===== src/sv/pcsm_pkg.sv =====
// ----------------------------------------------------------------------------
// pcsm_pkg
// Shared types and constants for the python comment and string masker.
// ----------------------------------------------------------------------------
package pcsm_pkg;

   localparam int unsigned QUEUE_DEPTH_DEF = 2;

   localparam logic [7:0] CH_HASH      = 8'h23;
   localparam logic [7:0] CH_SQUOTE    = 8'h27;
   localparam logic [7:0] CH_DQUOTE    = 8'h22;
   localparam logic [7:0] CH_BACKSLASH = 8'h5C;
   localparam logic [7:0] CH_NEWLINE   = 8'h0A;
   localparam logic [7:0] CH_SPACE     = 8'h20;

   typedef enum logic [2:0] {
      MODE_CODE    = 3'd0,
      MODE_SQ      = 3'd1,
      MODE_DQ      = 3'd2,
      MODE_TSQ     = 3'd3,
      MODE_TDQ     = 3'd4,
      MODE_COMMENT = 3'd5
   } lex_mode_type;

   typedef struct packed {
      logic [7:0] source_byte;
      logic       end_of_text;
   } req_type;

   typedef struct packed {
      logic [7:0] masked_byte;
      logic       final_out;
   } rsp_type;

   // one to three bytes ready for judging, oldest in slot 0
   typedef struct packed {
      logic [2:0][7:0] byte_list;
      logic [1:0]      byte_cnt;
      logic            tri_sq;
      logic            tri_dq;
      logic            last;
   } group_type;

endpackage


===== src/sv/pcsm_front.sv =====
// ----------------------------------------------------------------------------
// pcsm_front
// Two-byte lookahead window; forms groups of bytes with triple-quote flags.
// ----------------------------------------------------------------------------
module pcsm_front (
   input  logic                clock,
   input  logic                reset,
   input  logic                req_valid,
   output logic                req_ready,
   input  pcsm_pkg::req_type   req_payload,
   input  logic                queue_full,
   output logic                push,
   output pcsm_pkg::group_type push_data
);

   logic [7:0] b0_ff, b0_in;
   logic [7:0] b1_ff, b1_in;
   logic [1:0] held_ff, held_in;
   logic       accept;
   logic [7:0] x;
   logic       same3;

   assign req_ready = !queue_full;
   assign accept    = req_valid && req_ready;
   assign x         = req_payload.source_byte;
   assign same3     = (held_ff == 2'd2) && (b0_ff == b1_ff) && (b1_ff == x);
   assign push      = accept && (req_payload.end_of_text || held_ff == 2'd2);

   always_comb begin
      push_data.byte_list = {x, b1_ff, b0_ff};
      push_data.byte_cnt  = 2'd1;
      push_data.tri_sq    = same3 && (b0_ff == pcsm_pkg::CH_SQUOTE);
      push_data.tri_dq    = same3 && (b0_ff == pcsm_pkg::CH_DQUOTE);
      push_data.last      = req_payload.end_of_text;
      if (req_payload.end_of_text) begin
         push_data.byte_cnt = held_ff + 2'd1;
         if (held_ff == 2'd1) begin
            push_data.byte_list = {x, x, b0_ff};
         end else if (held_ff == 2'd0) begin
            push_data.byte_list = {x, x, x};
         end
      end
   end

   always_comb begin
      b0_in   = b0_ff;
      b1_in   = b1_ff;
      held_in = held_ff;
      if (accept) begin
         if (req_payload.end_of_text) begin
            held_in = 2'd0;
         end else if (held_ff == 2'd2) begin
            b0_in = b1_ff;
            b1_in = x;
         end else if (held_ff == 2'd1) begin
            b1_in   = x;
            held_in = 2'd2;
         end else begin
            b0_in   = x;
            held_in = 2'd1;
         end
      end
   end

   always_ff @(posedge clock) begin
      b0_ff <= b0_in;
      b1_ff <= b1_in;
      if (reset) begin
         held_ff <= 2'd0;
      end else begin
         held_ff <= held_in;
      end
   end

   a_held_range: assert property (@(posedge clock) disable iff (reset)
      held_ff != 2'd3) else $error("lookahead count out of range");

   a_flush_clears: assert property (@(posedge clock) disable iff (reset)
      accept && req_payload.end_of_text |=> held_ff == 2'd0)
      else $error("window not flushed after end of text");

   a_push_full_window: assert property (@(posedge clock) disable iff (reset)
      push && !push_data.last |-> push_data.byte_cnt == 2'd1 && held_ff == 2'd2)
      else $error("group pushed before window filled");

endmodule


===== src/sv/pcsm_queue.sv =====
// ----------------------------------------------------------------------------
// pcsm_queue
// Small queue of byte groups between the window and the lexer.
// ----------------------------------------------------------------------------
module pcsm_queue #(
   parameter int unsigned QUEUE_DEPTH = pcsm_pkg::QUEUE_DEPTH_DEF
) (
   input  logic                clock,
   input  logic                reset,
   input  logic                push,
   input  pcsm_pkg::group_type push_data,
   output logic                full,
   input  logic                pop,
   output logic                head_valid,
   output pcsm_pkg::group_type head_data
);

   localparam int unsigned PTR_W = (QUEUE_DEPTH > 1) ? $clog2(QUEUE_DEPTH) : 1;
   localparam int unsigned CNT_W = $clog2(QUEUE_DEPTH + 1);

   pcsm_pkg::group_type slot_ff [QUEUE_DEPTH];
   logic [PTR_W-1:0] wr_ptr_ff, wr_ptr_in;
   logic [PTR_W-1:0] rd_ptr_ff, rd_ptr_in;
   logic [CNT_W-1:0] count_ff, count_in;

   assign full       = (count_ff == CNT_W'(QUEUE_DEPTH));
   assign head_valid = (count_ff != '0);
   assign head_data  = slot_ff[rd_ptr_ff];

   always_comb begin
      wr_ptr_in = wr_ptr_ff;
      rd_ptr_in = rd_ptr_ff;
      count_in  = count_ff;
      if (push) begin
         wr_ptr_in = (wr_ptr_ff == PTR_W'(QUEUE_DEPTH - 1)) ? '0 : wr_ptr_ff + 1'b1;
      end
      if (pop) begin
         rd_ptr_in = (rd_ptr_ff == PTR_W'(QUEUE_DEPTH - 1)) ? '0 : rd_ptr_ff + 1'b1;
      end
      if (push && !pop) begin
         count_in = count_ff + 1'b1;
      end else if (pop && !push) begin
         count_in = count_ff - 1'b1;
      end
   end

   always_ff @(posedge clock) begin
      if (push) begin
         slot_ff[wr_ptr_ff] <= push_data;
      end
      if (reset) begin
         wr_ptr_ff <= '0;
         rd_ptr_ff <= '0;
         count_ff  <= '0;
      end else begin
         wr_ptr_ff <= wr_ptr_in;
         rd_ptr_ff <= rd_ptr_in;
         count_ff  <= count_in;
      end
   end

   a_no_overflow: assert property (@(posedge clock) disable iff (reset)
      push |-> !full) else $error("push into full queue");

   a_no_underflow: assert property (@(posedge clock) disable iff (reset)
      pop |-> head_valid) else $error("pop from empty queue");

   a_count_bound: assert property (@(posedge clock) disable iff (reset)
      count_ff <= CNT_W'(QUEUE_DEPTH)) else $error("queue count out of range");

endmodule


===== src/sv/pcsm_back.sv =====
// ----------------------------------------------------------------------------
// pcsm_back
// Lexer state machine; judges one byte per cycle into a free output register.
// ----------------------------------------------------------------------------
module pcsm_back (
   input  logic                clock,
   input  logic                reset,
   input  logic                head_valid,
   input  pcsm_pkg::group_type head_data,
   output logic                pop,
   output logic                rsp_valid,
   input  logic                rsp_ready,
   output pcsm_pkg::rsp_type   rsp_payload
);

   pcsm_pkg::lex_mode_type mode_ff, mode_in;
   logic                   esc_ff, esc_in;
   logic [1:0]             skip_ff, skip_in;
   logic [1:0]             index_ff, index_in;
   logic                   rsp_valid_ff, rsp_valid_in;
   pcsm_pkg::rsp_type      rsp_ff, rsp_in;

   logic       step;
   logic       group_done;
   logic [7:0] ch;
   logic       tri_sq;
   logic       tri_dq;
   logic [7:0] hidden;
   logic [7:0] out_byte;
   logic [7:0] delim;

   assign step       = head_valid && (!rsp_valid_ff || rsp_ready);
   assign group_done = (index_ff == head_data.byte_cnt - 2'd1);
   assign pop        = step && group_done;
   assign ch         = head_data.byte_list[index_ff];
   assign tri_sq     = head_data.tri_sq && (index_ff == 2'd0);
   assign tri_dq     = head_data.tri_dq && (index_ff == 2'd0);
   assign hidden     = (ch == pcsm_pkg::CH_NEWLINE) ? ch : pcsm_pkg::CH_SPACE;
   assign delim      = (mode_ff == pcsm_pkg::MODE_SQ) ? pcsm_pkg::CH_SQUOTE
                                                      : pcsm_pkg::CH_DQUOTE;

   // next state
   always_comb begin
      mode_in = mode_ff;
      esc_in  = esc_ff;
      skip_in = skip_ff;
      if (skip_ff != 2'd0) begin
         skip_in = skip_ff - 2'd1;
      end else begin
         unique case (mode_ff)
            pcsm_pkg::MODE_COMMENT: begin
               if (ch == pcsm_pkg::CH_NEWLINE) begin
                  mode_in = pcsm_pkg::MODE_CODE;
               end
            end
            pcsm_pkg::MODE_SQ, pcsm_pkg::MODE_DQ: begin
               if (!esc_ff && ch == delim) begin
                  mode_in = pcsm_pkg::MODE_CODE;
               end
               esc_in = !esc_ff && (ch == pcsm_pkg::CH_BACKSLASH);
            end
            pcsm_pkg::MODE_TSQ: begin
               if (tri_sq) begin
                  skip_in = 2'd2;
                  mode_in = pcsm_pkg::MODE_CODE;
               end
            end
            pcsm_pkg::MODE_TDQ: begin
               if (tri_dq) begin
                  skip_in = 2'd2;
                  mode_in = pcsm_pkg::MODE_CODE;
               end
            end
            default: begin
               priority if (ch == pcsm_pkg::CH_HASH) begin
                  mode_in = pcsm_pkg::MODE_COMMENT;
               end else if (tri_sq) begin
                  skip_in = 2'd2;
                  mode_in = pcsm_pkg::MODE_TSQ;
               end else if (tri_dq) begin
                  skip_in = 2'd2;
                  mode_in = pcsm_pkg::MODE_TDQ;
               end else if (ch == pcsm_pkg::CH_SQUOTE) begin
                  mode_in = pcsm_pkg::MODE_SQ;
                  esc_in  = 1'b0;
               end else if (ch == pcsm_pkg::CH_DQUOTE) begin
                  mode_in = pcsm_pkg::MODE_DQ;
                  esc_in  = 1'b0;
               end else begin
                  mode_in = mode_ff;
               end
            end
         endcase
      end
      // end of text returns the lexer to reset
      if (head_data.last && group_done) begin
         mode_in = pcsm_pkg::MODE_CODE;
         esc_in  = 1'b0;
         skip_in = 2'd0;
      end
   end

   // outputs
   always_comb begin
      out_byte = ch;
      if (skip_ff != 2'd0) begin
         out_byte = pcsm_pkg::CH_SPACE;
      end else begin
         unique case (mode_ff)
            pcsm_pkg::MODE_COMMENT: begin
               out_byte = hidden;
            end
            pcsm_pkg::MODE_SQ, pcsm_pkg::MODE_DQ,
            pcsm_pkg::MODE_TSQ, pcsm_pkg::MODE_TDQ: begin
               out_byte = hidden;
            end
            default: begin
               if (ch == pcsm_pkg::CH_HASH || tri_sq || tri_dq ||
                   ch == pcsm_pkg::CH_SQUOTE || ch == pcsm_pkg::CH_DQUOTE) begin
                  out_byte = pcsm_pkg::CH_SPACE;
               end else begin
                  out_byte = ch;
               end
            end
         endcase
      end
   end

   always_comb begin
      index_in     = index_ff;
      rsp_valid_in = rsp_valid_ff;
      rsp_in       = rsp_ff;
      if (rsp_ready) begin
         rsp_valid_in = 1'b0;
      end
      if (step) begin
         index_in              = group_done ? 2'd0 : index_ff + 2'd1;
         rsp_valid_in          = 1'b1;
         rsp_in.masked_byte    = out_byte;
         rsp_in.final_out      = head_data.last && group_done;
      end
   end

   always_ff @(posedge clock) begin
      rsp_ff <= rsp_in;
      if (reset) begin
         mode_ff      <= pcsm_pkg::MODE_CODE;
         esc_ff       <= 1'b0;
         skip_ff      <= 2'd0;
         index_ff     <= 2'd0;
         rsp_valid_ff <= 1'b0;
      end else begin
         index_ff     <= index_in;
         rsp_valid_ff <= rsp_valid_in;
         if (step) begin
            mode_ff <= mode_in;
            esc_ff  <= esc_in;
            skip_ff <= skip_in;
         end
      end
   end

   assign rsp_valid   = rsp_valid_ff;
   assign rsp_payload = rsp_ff;

   a_index_in_group: assert property (@(posedge clock) disable iff (reset)
      head_valid |-> index_ff < head_data.byte_cnt)
      else $error("group index past byte count");

   a_escape_in_string: assert property (@(posedge clock) disable iff (reset)
      esc_ff |-> mode_ff == pcsm_pkg::MODE_SQ || mode_ff == pcsm_pkg::MODE_DQ)
      else $error("escape pending outside one-line string");

   a_skip_mode: assert property (@(posedge clock) disable iff (reset)
      skip_ff != 2'd0 |-> mode_ff == pcsm_pkg::MODE_CODE ||
         mode_ff == pcsm_pkg::MODE_TSQ || mode_ff == pcsm_pkg::MODE_TDQ)
      else $error("skip count outside triple quote");

   a_final_resets: assert property (@(posedge clock) disable iff (reset)
      step && head_data.last && group_done |=>
         mode_ff == pcsm_pkg::MODE_CODE && skip_ff == 2'd0 && !esc_ff)
      else $error("lexer not reset after end of text");

endmodule


===== src/sv/python_comment_string_masker_unit.sv =====
// ----------------------------------------------------------------------------
// python_comment_string_masker_unit
// Masks comments and string literals of python source to spaces, keeping newlines.
// ----------------------------------------------------------------------------
//   channel  direction  handshake          word
//   req_     in         req_valid/ready    source_byte, end_of_text
//   rsp_     out        rsp_valid/ready    masked_byte, final_out
//
// one byte per cycle through the lexer unless the output stalls; a word
// enters every cycle while the queue has room. a word's result leaves two
// words later, after the window. end of text flushes up to three bytes.
// synchronous active-high reset; no clearing pass after reset.
// either side may stall; the queue and output register decouple them.
// ----------------------------------------------------------------------------
module python_comment_string_masker_unit #(
   parameter int unsigned QUEUE_DEPTH = pcsm_pkg::QUEUE_DEPTH_DEF
) (
   input  logic              clock,
   input  logic              reset,
   input  logic              req_valid,
   output logic              req_ready,
   input  pcsm_pkg::req_type req_payload,
   output logic              rsp_valid,
   input  logic              rsp_ready,
   output pcsm_pkg::rsp_type rsp_payload
);

   logic                queue_full;
   logic                push;
   pcsm_pkg::group_type push_data;
   logic                pop;
   logic                head_valid;
   pcsm_pkg::group_type head_data;

   pcsm_front u_front (
      .clock       (clock),
      .reset       (reset),
      .req_valid   (req_valid),
      .req_ready   (req_ready),
      .req_payload (req_payload),
      .queue_full  (queue_full),
      .push        (push),
      .push_data   (push_data)
   );

   pcsm_queue #(
      .QUEUE_DEPTH (QUEUE_DEPTH)
   ) u_queue (
      .clock      (clock),
      .reset      (reset),
      .push       (push),
      .push_data  (push_data),
      .full       (queue_full),
      .pop        (pop),
      .head_valid (head_valid),
      .head_data  (head_data)
   );

   pcsm_back u_back (
      .clock       (clock),
      .reset       (reset),
      .head_valid  (head_valid),
      .head_data   (head_data),
      .pop         (pop),
      .rsp_valid   (rsp_valid),
      .rsp_ready   (rsp_ready),
      .rsp_payload (rsp_payload)
   );

endmodule


===== config.mk =====
export PLATFORM = sky130hd
export DESIGN_NAME = python_comment_string_masker_unit
export DESIGN_NICKNAME = d
export VERILOG_FILES = /design/src/sv/pcsm_pkg.sv /design/src/sv/pcsm_front.sv /design/src/sv/pcsm_queue.sv /design/src/sv/pcsm_back.sv /design/src/sv/python_comment_string_masker_unit.sv
export SDC_FILE = /design/constraint.sdc
export NUM_CORES = 1
export LEC_CHECK = 0
export BUFFER_PORTS_ARGS = -buffer_cell sky130_fd_sc_hd__clkbuf_2
export CORE_AREA = 4 4 115 106
export CTS_CLUSTER_DIAMETER = 120
export DETAILED_ROUTE_END_ITERATION = 7
export DIE_AREA = 0 0 119 110
export PLACE_DENSITY = 0.68
export SYNTH_ARGS = -nofsm -noshare
export SYNTH_HDL_FRONTEND = slang
export SYNTH_HIERARCHICAL = 1
export SYNTH_SLANG_ARGS = --single-unit

===== constraint.sdc =====
create_clock -name clock -period 6.03 [get_ports clock]
set_clock_uncertainty 0.05 [all_clocks]
set_input_delay 0.3015 -clock clock [delete_from_list [all_inputs] [get_ports clock]]
set_output_delay 0.3015 -clock clock [all_outputs]
set_load 0.005 [all_outputs]

**Word-level counts from Yosys, hierarchy flattened**

Memory sizes are Yosys's and may differ from the RTL's. A register that Yosys moved wholly into a read port is not among the register bits.
Index checks and enable logic that the tools add are counted.

- Latch bits: 0
- Bits in registers: 40
- RAM bits: 58
- Logic and storage cells: 156
- Input port bits: 13
- Memory bits (read-only): 0
- Memories kept: 1

- Reductions and logical operators: 45
- Shift operators: 0
- Add/sub/neg operators: 8
- Bitwise logic cells: 1
- Equal/unequal tests: 33
- Multiplexer cells: 54
- Divide/modulo/power cells: 0
- Multiply operators: 0
- $lt $le $gt $ge: 1

Memory list:

| memory | words | width | rd ports | clocked after Yosys merged registers in | write ports | RTL line | text |
|---|---|---|---|---|---|---|---|
| u_queue.slot_ff | 2 | 29 | 1 | 1 | 1 | pcsm_queue.sv:21 | `pcsm_pkg::group_type slot_ff [QUEUE_DEPTH];` |

Operator list:

| cell | count |
|---|---|
| 8-bit two-way mux | 8 |
| 8-bit by 6-bit == test with 1-bit output (second input constant) | 5 |
| 3-bit two-way mux | 12 |
| 16-bit two-way mux | 2 |
| 8-bit == test | 3 |
| 2-bit two-way mux | 12 |
| 18-bit two-way mux | 1 |
| 8-bit binary-select mux with 2-bit select | 1 |
| 1-bit logical AND | 15 |
| 1-bit two-way mux | 15 |
| 3-bit by 1-bit inequality test with 1-bit output (second input constant) | 5 |
| 7-bit AND reduction | 2 |
| 3-bit case mux with 4 select lines | 1 |
| 2-bit nonzero test | 5 |
| 3-bit inequality test (second input constant) | 3 |
| 8-bit by 4-bit == test with 1-bit output (second input constant) | 1 |
| 8-bit by 7-bit == test with 1-bit output (second input constant) | 1 |
| 8-bit nonzero test | 1 |
| 2-bit by 1-bit adder with 2-bit output (second input constant) | 3 |
| 3-bit by 2-bit == test with 1-bit output (second input constant) | 2 |
| 3-bit == test (second input constant) | 2 |
| 1-bit logical OR | 6 |
| 2-bit inequality test (second input constant) | 3 |
| 2-bit case mux with 3 select lines | 1 |
| 21 further kinds | 32 |

**Longest topological paths before layout**

Gate-level depths: netlist (run 1).

- Depth in word-level cells: 11
- Gate-level depth with buffers: 11
- Gate-level depth less buffers: 9

**Cells and area by module**

Netlist (run 1), hierarchy kept.

Modules (own cells, without submodules):

| module | times used | area an instance (um2) | cells an instance |
|---|---|---|---|
| pcsm_queue | 1 | 2,302.2 | 112 |
| pcsm_back | 1 | 1,440.1 | 164 |
| pcsm_front | 1 | 1,136.1 | 95 |

**Least setup slack after synthesis (run 1)**

No wires, ideal clock.

- Path type: reg2reg
- Start point: register u_front.held_ff[0]
- End point: memory u_queue/slot_ff[0][0] (netlist name), enable pin
- Data arrival time: 2.368 ns
- Required time: 5.562 ns
- Path buffers: 1
- Clock period less this slack: 2.837 ns
- Library setup time: 0.418 ns
- Stages on the path, launching flop included: 7
- Path slack: 3.193 ns
- Cell sequence: dfxtp_1 > inv_1 > ha_1 > buf_2 > nor2_1 > nor2_1 > nor2b_1

- Longest elaborated chain between the ends: 5

RTL lines:

| element | RTL line | text |
|---|---|---|
| start, declared | pcsm_front.sv:18 | `logic [1:0] held_ff, held_in;` |
| start signal, assigned | pcsm_front.sv:71 | `held_ff <= held_in;` |
| 2-bit == test | pcsm_front.sv:27 | `assign push = accept && (req_payload.end_of_text \|\| held_ff == 2'd2);` |
| 1-bit logical OR | pcsm_front.sv:27 |  |
| 1-bit logical AND | pcsm_front.sv:27 |  |
| net push | python_comment_string_masker_unit.sv:29 | `logic push;` |
| 1-bit two-way mux | pcsm_queue.sv:48 | `if (push) begin` |
| 1-bit two-way mux (implied by the code) | pcsm_queue.sv:49 | `slot_ff[wr_ptr_ff] <= push_data;` |
| end, declared | pcsm_queue.sv:21 |  |

The timed path passes the listed nets, and every way through them passes these cells.

==> results.md, run 1 <==
- Total CTS buffers: 9
- Yosys cell types: 58
- Crit-path most repeated cell: mux2_2
- Ant diodes: 0
- Setup WS pre-CTS: 3.06 ns
- Relative slew slack: 0.242
- Synthesis Warnings: 6
- Worst path slowest cell: o311a_1
- DR vias/cell: 5.48
- CTS sink count: 99
- Fin area: 0.00534 sq mm
- Number of antenna-violating nets in the routed design: 0
- Worst path max stage delay: 0.42 ns
- Fillcell total: 931
- WP data required: 6.24 ns
- P_leak: 1.79 nW
- Largest net degree at the start of global routing: 30
- Final HPWL DP: 6650 um
- Final nets: 404
- RSZ-0062 raised after global routing: no
- Gr ovfl total: 0
- Vias in the first global route: 2,937
- CTS tree: built
- IO Port Bufs: 23
- H-tree Lvls: 3
- Root buf cell: clkbuf_16
- Placed Cells: 527
- VDD IR max: 0.000175 V
- Crit-path max FO: 28
- Drt drc: 0
- Antenna violations before repair: 0
- Fraction of layout cells with a size suffix above 1: 0.279
- Synthesis-to-layout area growth: 9.49%
- Tot GR Track Use: 0.151
- Crit path cell chain: buf_4 -> mux2_2 -> mux2_2 -> a22oi_1 -> nand3_1 -> o311a_1 -> a211o_1 -> o211ai_1
- Post-synth EDFFs: 83
- Seq/Total Area, Yosys: 0.577
- DR pass1 iterations: 4
- Setup CP Type: reg -> reg
- Setup violators final: 0
- Most common cell after layout, fill and taps aside: edfxtp_1
- Drt wl/cell: 17.2 um
- Area of the multi-input gates: 0.00188 sq mm
- Cell Area, Synth: 0.00488 sq mm
- Finished Layout Cells: 543
- Worst Tran Pin Value: 1.13 ns
- Setup TNS: 0 ns
- # IOs: 24
- CTS hold repair buffers: 0
- Total of max-cap violations: 0
- CTS Buffer Depth: 2
- Die ar.: 0.0131 sq mm
- Max Slew Vio Count: 0
- Hold Crit Start: req_valid
- Crit path DAT: 3.21 ns
- Cell Area, Placed: 0.00505 sq mm
- Fin. Hold Viols: 0
- Die width: 119 um
- PostCTS Resize Cnt: 0
- Fmax: 0.333 GHz
- Core area: 0.0109 sq mm
- Commonest non-fill, non-tap cells in the layout: edfxtp_1, mux2_2, clkbuf_2
- Top_reg_cell synth: edfxtp_1
- Outcome: finished clean
- CTS clk-pin slew, worst paths: 0.07 ns
- Worst skew pair latency: 0.34 ns
- Synth Instances: 371
- HP Class: in -> reg
- Minimum clock period: 3.00 ns
- Pwr/cell area: 431 mW/mm^2
- Fin worst setup slack: 3.03 ns
- Startpoint types: register
- Post-CTS setup buffer count: 0
- Synth Net Count: 389
- Register bit total from synthesis: 99
- Num rows: 36
- Crit path capture type: register
- DR iter-0 viols: 191
- Reg area: 0.00281 sq mm
- Total wire length: 9360 um
- Avg Cell Area, Syn: 13.1 sq um
- Die Height: 110 um
- First-pass GRT wire length: 15,500 um
- Starting density of the core: 0.449
- Final GP Congestion: 0.803
- Synth async-reset ratio: 0
- Final Cycle Share: 0.498
- Hold slack: 0.183 ns
- Via count: 2,977
[worst paths after layout]
kind / end / slack [ns] / cells after the start
max: u_back/mode_ff[0]$_SDFFE_PP0P_ / 3.03 / 8
min reg2reg: u_back/rsp_valid$_SDFFE_PP0P_ / 0.45 / 2
max reg2reg: u_back/mode_ff[0]$_SDFFE_PP0P_ / 3.03 / 8
min: u_front/held_ff[1]$_SDFFE_PP0P_ / 0.18 / 3
[layer usage]
layer | up-vias | global-route usage | routed length (um)
met2 | 58 | 0.240 | 4240
li1 | 1453 | - | -
met5 | - | 0 | 0
met1 | 1452 | 0.209 | 4620
met3 | 14 | 0.0362 | 352
met4 | 0 | 0.0455 | 155
[Yosys cell counts, types with 4 or more instances]
| master | n | area (sq um) |
|---|---|---|
| edfxtp_1 | 83 | 2490 |
| mux2_2 | 56 | 631 |
| nor2_1 | 21 | 78.8 |
| dfxtp_1 | 16 | 320 |
| nand2_1 | 16 | 60.1 |
| a21oi_1 | 12 | 60.1 |
| o21ai_0 | 11 | 55.1 |
| buf_4 | 10 | 75.1 |
| nor3_1 | 9 | 45.0 |
| nand3_1 | 8 | 40.0 |
| inv_1 | 7 | 26.3 |
| mux2i_1 | 7 | 70.1 |
| and3_1 | 6 | 37.5 |
| nand2b_1 | 6 | 37.5 |
| nor2b_1 | 6 | 37.5 |
| nor4b_1 | 6 | 52.6 |
| clkbuf_1 | 5 | 18.8 |
| ha_1 | 5 | 62.6 |
| o2bb2ai_1 | 5 | 43.8 |
| and2_1 | 4 | 25.0 |
| buf_6 | 4 | 45.0 |
| o22ai_1 | 4 | 25.0 |
| or4_1 | 4 | 30.0 |
[flip-flops by register name, summed over array words and instances (netlist names), named ones only]
name                flops
u_queue/slot_ff        58
u_back/rsp_payload      9
u_front/b0_ff           8
u_front/b1_ff           8
u_back/mode_ff          3
u_back/index_ff         2
u_back/skip_ff          2
u_front/held_ff         2
u_queue/count_ff        2
u_back/esc_ff           1
u_back/rsp_valid        1
u_queue/rd_ptr_ff       1
u_queue/wr_ptr_ff       1
[kinds of logic (layout without fill, tap and decap cells)]
logic type | after synthesis | after routing | share of synthesized area
AOI/OAI and AO/OA | 63 | 63 | 0.0954
xor gates and xnor gates | 6 | 6 | 0.0108
adders and majority gates | 5 | 5 | 0.0128
buffers and inverters | 31 | 51 | 0.0385
DFF | 99 | 99 | 0.577
muxes | 65 | 65 | 0.150
and+or+nand+nor | 102 | 102 | 0.116
[stage by stage]
step	total power, mW	utilization
6_report	2.30	0.492
5_1_grt	2.45	0.492
4_1_cts	2.32	0.492
3_5_place_dp	1.76	0.466
3_3_place_gp	1.76	0.466
2_1_floorplan	1.57	-
[worst max-delay path, delay by kind of cell, from the launching register on]
| kind | cells | cell delay [ns] |
|---|---|---|
| AND/OR/NAND/NOR | 1 | 0.36 |
| flip-flops | 1 | 0.34 |
| AO/OA/AOI/OAI | 4 | 1.20 |
| buffers and inverters | 1 | 0.34 |
| multiplexers | 2 | 0.63 |
[where the power goes]
group / total (mW) / switching [mW] / internal, mW
combinational: 0.805 / 0.471 / 0.334
clock: 0.549 / 0.260 / 0.289
sequential: 0.946 / 0.0647 / 0.881
total: 2.30 / 0.795 / 1.51
[final cells by class]
type                            count  area share
Multi-Input combinational cell    241       0.352
Timing Repair Buffer               26      0.0258
Inverter                            9     0.00632
Clock buffer                       10      0.0429
Clock inverter                      6      0.0108
Sequential cell                    99       0.527
Tap cell                          152      0.0356
Note: power is estimated with default switching activity, not from simulation.
==> run 2: changes to the inputs <==
Clock period 6.03 ns to 2.8 ns, I/O delays scaled along.
==> run 2 against run 1 <==
Routed wire length up 2.0%; setup slack lost 2.9 ns; sequential cell count did not move; sequential power up 110%; first-iteration DRC count fell by 27%; critical path type unchanged; largest power group is now combinational cells; highest routed layer unchanged.
==> results.md, run 2 (synthesized netlist as in run 1, its figures left out) <==
- Total wire length: 9550 um
- Max FFs per register: 58
- Worst skew pair latency: 0.34 ns
- Drt drc: 0
- CTS sink count: 99
- Final HPWL DP: 6560 um
- Starting density of the core: 0.449
- Die Height: 110 um
- Drt wl/cell: 17.0 um
- Tot Pwr: 5.27 mW
- Fraction of layout cells with a size suffix above 1: 0.327
- Core area: 0.0109 sq mm
- Ant diodes: 0
- Crit-path max FO: 10
- Pwr/cell area: 947 mW/mm^2
- Setup CP Type: reg -> reg
- Vias in the first global route: 2,937
- Crit path capture type: register
- Root buf cell: clkbuf_16
- Gr ovfl total: 0
- Number of antenna-violating nets in the routed design: 0
- Antenna violations before repair: 0
- First-pass GRT wire length: 15,300 um
- Worst path max stage delay: 0.69 ns
- Worst Tran Pin Value: 0.753 ns
- Die width: 119 um
- CTS tree: built
- Fmax: 0.372 GHz
- HP Class: in -> reg
- Final nets: 423
- CP bufs+invs: 1
- VDD IR max: 0.000497 V
- Via count: 3,033
- Delay-heaviest family, CP: simple AND/OR/NAND/NOR gates
- Max Slew Vio Count: 0
- Most common cell after layout, fill and taps aside: edfxtp_1
- DR iter-0 viols: 140
- DR pass1 iterations: 4
- IO Port Bufs: 23
- Largest net degree at the start of global routing: 30
- CTS Buffer Depth: 2
- Tot GR Track Use: 0.150
- Commonest non-fill, non-tap cells in the layout: edfxtp_1, mux2_2, clkbuf_2
- Synthesis-to-layout area growth: 14.1%
- Final Cycle Share: 0.959
- Minimum clock period: 2.68 ns
- Die ar.: 0.0131 sq mm
- # IOs: 24
- DR vias/cell: 5.40
- Worst path slowest cell: dfxtp_1
- Biggest register: u_queue/slot_ff
- WP data required: 3.03 ns
- Crit path cell chain: and2b_4 -> buf_4 -> o2bb2ai_1 -> or3_1 -> or4_1 -> or4_1 -> mux2i_1
- CTS clk-pin slew, worst paths: 0.07 ns
- Fin. Hold Viols: 0
- Crit path DAT: 2.91 ns
- Crit-path most repeated cell: or4_1
- Setup violators final: 0
- Final core occ: 0.513
- Outcome: finished clean
- H-tree Lvls: 3
- Final GP Congestion: 0.930
- P_leak: 1.91 nW
- Total of max-cap violations: 0
- Relative slew slack: 0.491
- Total CTS buffers: 9
- Startpoint types: register
- Num rows: 36
==> run 2: cell count changes in the layout (fill, tap and decap cells not counted), sizes merged <==
cell	change
buf	+17
clkbuf	+2
==> run 2: routing by layer <==
metal / share of wire / vias to the layer above / wire length (um) / track usage
li1: - / 1488 / - / -
met1: 0.47 / 1469 / 4500 / 0.206
met2: 0.48 / 67 / 4560 / 0.239
met3: 0.043 / 9 / 406 / 0.0378
met4: 0.0086 / 0 / 82 / 0.0414
met5: 0 / - / 0 / 0
==> run 2: metrics by stage <==
step                       TNS, ns  setup WS, ns  hold WS (ns)  cell area (sq um)  instances
final                            0         0.115        0.0154               5570        562
after detailed placement         0        0.0525         0.366               5180        542
after CTS                        0        0.0240       0.00121               5470        558
after global placement           0         0.110         0.363               5180        542
after floorplan                  0         0.176         0.159               4880        371
after global routing      -0.00663      -0.00663        0.0229               5570        562
==> run 2: path summary, 6_finish.rpt <==
kind	from	end	cells after the start	slack [ns]
worst max register to register	u_back/index_ff[1]$_SDFFE_PP0P_	u_back/esc_ff$_SDFFE_PP0P_	7	0.12
worst min register to register	u_back/esc_ff$_SDFFE_PP0P_	u_back/esc_ff$_SDFFE_PP0P_	2	0.44
worst min-delay path	req_payload[4]	u_front/b1_ff[3]$_DFFE_PP_	1	0.02
worst max-delay path	u_back/index_ff[1]$_SDFFE_PP0P_	u_back/esc_ff$_SDFFE_PP0P_	7	0.12
==> run 2: report_power, final <==
group | internal (mW) | leakage (nW) | total [mW] | switching, mW
clock network | 0.644 | 0.139 | 1.19 | 0.551
logic | 0.946 | 0.873 | 2.04 | 1.10
registers | 1.90 | 0.894 | 2.03 | 0.131
==> run 2: layout make-up <==
class	instances	area, sq um
Timing Repair Buffer	45	328
Multi-Input combinational cell	241	1900
Tap cell	152	190
Sequential cell	99	2820
Clock inverter	6	55.1
Fill cell	933	5290
Clock buffer	10	239
Inverter	9	33.8
==> run 2: what timing repair did <==
item / 4_1_cts / 5_1_grt
setup endpoints to repair: 0 / 7
gates resized for setup: 0 / 6
buffers inserted: 0 / 2
hold buffers: 0 / 0
==> run 2: worst reg2reg max path, stage by stage, from the launching register on <==
cell	delay, ns
dfxtp_1	0.69
and2b_4	0.32
buf_4	0.16
o2bb2ai_1	0.14
or3_1	0.33
or4_1	0.40
or4_1	0.41
mux2i_1	0.13
==> run 3: changes to the inputs <==
Settings changed: RECOVER_POWER from default to 100.
==> run 3 against run 2 <==
Total power is 0.50% lower; critical path depth stayed put; sequential power hardly changed; non-clock buffer count stayed put; clock-buffer cell count stayed put; via count is 0.43% higher; utilization is 0.36 points lower; critical path type unchanged; critical endpoint unchanged; largest cell class unchanged.
==> results.md, run 3 (synthesized netlist as in run 1, its figures left out) <==
- Reg2Reg Launch Point: u_back/index_ff[1]$_SDFFE_PP0P_
- Drt wl/cell: 17.1 um
- Setup violators final: 0
- Clock power share: 0.228
- Max FFs per register: 58
- Switching Fraction: 0.340
- Final HPWL DP: 6560 um
- CTS Buffer Depth: 2
- WP data required: 3.02 ns
- Core area: 0.0109 sq mm
- Worst r2r dst: u_back/esc_ff$_SDFFE_PP0P_
- Ant diodes: 0
- Relative slew slack: 0.472
- DR vias/cell: 5.42
- Die ar.: 0.0131 sq mm
- Pwr/cell area: 949 mW/mm^2
- DR iter-0 viols: 155
- Worst Tran Pin Value: 0.792 ns
- Fillcell total: 948
- Crit-path max FO: 10
- Fin. Hold Viols: 0
- Antenna violations before repair: 0
- # IOs: 24
- Fraction of layout cells with a size suffix above 1: 0.239
- Final GP Congestion: 0.930
- H-tree Lvls: 3
- Hold Crit Start: req_valid
- Crit. Startpoint: u_back/index_ff[1]$_SDFFE_PP0P_
- Drt drc: 0
- Worst reg-to-reg setup slack: 0.10 ns
- DR pass1 iterations: 4
- P_sw: 1.78 mW
- Gate power share: 0.384
- HP Class: in -> reg
- Synthesis-to-layout area growth: 13.3%
- Crit path cell chain: and2b_4 -> buf_4 -> o2bb2ai_1 -> or3_1 -> or4_1 -> or4_1 -> mux2i_1
- Vias in the first global route: 2,937
- CTS hold repair buffers: 0
- Die width: 119 um
- Largest net degree at the start of global routing: 30
- Crit path capture type: register
- Outcome: finished clean
- Reg area: 0.00282 sq mm
- Worst path slowest cell: dfxtp_1
- Hold slack: 0.0256 ns
- Finished Layout Cells: 562
- Reg2reg path depth: 7
- Commonest non-fill, non-tap cells in the layout: edfxtp_1, mux2_2, nor2_1
- Final Cycle Share: 0.963
- Area of the multi-input gates: 0.00190 sq mm
- Max Slew Vio Count: 0
- Root buf cell: clkbuf_16
- Number of antenna-violating nets in the routed design: 0
- Placed Cells: 542
- Gr ovfl total: 0
- First-pass GRT wire length: 15,300 um
- Worst path max stage delay: 0.70 ns
- Worst skew pair latency: 0.34 ns
- Startpoint types: register
- Total of max-cap violations: 0
- Final nets: 423
- P_leak: 1.84 nW
- Most common cell after layout, fill and taps aside: edfxtp_1
- Die Height: 110 um
- CTS clk-pin slew, worst paths: 0.07 ns
- Crit path DAT: 2.92 ns
- Setup CP Type: reg -> reg
- Minimum clock period: 2.70 ns
- VDD IR max: 0.000486 V
- Starting density of the core: 0.449
- Crit-path most repeated cell: or4_1
- Tot GR Track Use: 0.150
- Hold Crit Endpoint: u_front/held_ff[1]$_SDFFE_PP0P_
- Biggest register: u_queue/slot_ff
- Internal: 3.46 mW
- Sequential power share: 0.388
- Num rows: 36
- Total wire length: 9620 um
- Total CTS buffers: 9
- CTS sink count: 99
- Fmax: 0.371 GHz
- IO Port Bufs: 23
- Hold Path Cell Cnt: 3
- CTS tree: built
- Via count: 3,046
-- run 3: cell types whose count changed in the layout (fill, tap and decap cells not counted), sizes merged --
cell / previous run / this run
buf: 20 / 16
clkbuf: 35 / 39
-- run 3: critical path: cells and delay by family, from the launching register on --
family,cells,cell delay [ns]
DFF,1,0.70
muxes,1,0.13
buffers and inverters,1,0.16
and+or+nand+nor,4,1.46
AOI/OAI and AO/OA,1,0.14
-- run 3: power by group through the flow --
stage / Sequential (mW) / Clock [mW] / Combinational [mW]
floorplan: 2.01 / 0 / 1.37
global placement: 2.04 / 0 / 1.87
detailed placement: 2.05 / 0 / 1.91
CTS: 2.02 / 1.24 / 1.92
global route: 2.06 / 1.29 / 2.21
finish: 2.04 / 1.20 / 2.01
-- run 3: worst max-delay path by stage --
| stage | endpoint | slack, ns |
|---|---|---|
| 6_report | u_back/esc_ff$_SDFFE_PP0P_ | 0.10 |
| 5_1_grt | u_back/esc_ff$_SDFFE_PP0P_ | -0.007 |
| 4_1_cts | u_back/esc_ff$_SDFFE_PP0P_ | 0.02 |
| 3_5_place_dp | u_back/esc_ff$_SDFFE_PP0P_ | 0.05 |
| 3_3_place_gp | u_back/mode_ff[1]$_SDFFE_PP0P_ | 0.11 |
| 2_1_floorplan | u_back/esc_ff$_SDFFE_PP0P_ | 0.18 |
-- run 3: through the flow --
step,setup TNS (ns),setup WS (ns),util,instance area (sq um),power [mW]
2_1_floorplan,0,0.176,-,4880,3.38
3_3_place_gp,0,0.110,0.477,5180,3.92
3_5_place_dp,0,0.0525,0.477,5180,3.96
4_1_cts,0,0.0240,0.504,5470,5.18
5_1_grt,-0.00663,-0.00663,0.509,5530,5.56
6_report,0,0.104,0.509,5530,5.24
-- run 3: layout make-up --
cell class	instances	share of cell area
clock inverters	6	0.00996
flip-flops and latches	99	0.510
clock buffers	10	0.0432
repair buffers	45	0.0532
multi-input cells	241	0.343
inverters	9	0.00611
well taps	152	0.0344
-- run 3: metal layers --
metal	global-route usage	share of wire
met4	0.0414	0.0046
met5	0	0
met2	0.239	0.48
met1	0.206	0.48
met3	0.0378	0.037
-- run 3: repair_timing --
action	in CTS	in global routing
setup endpoints to repair	0	7
gates resized for setup	0	6
setup buffers	0	2
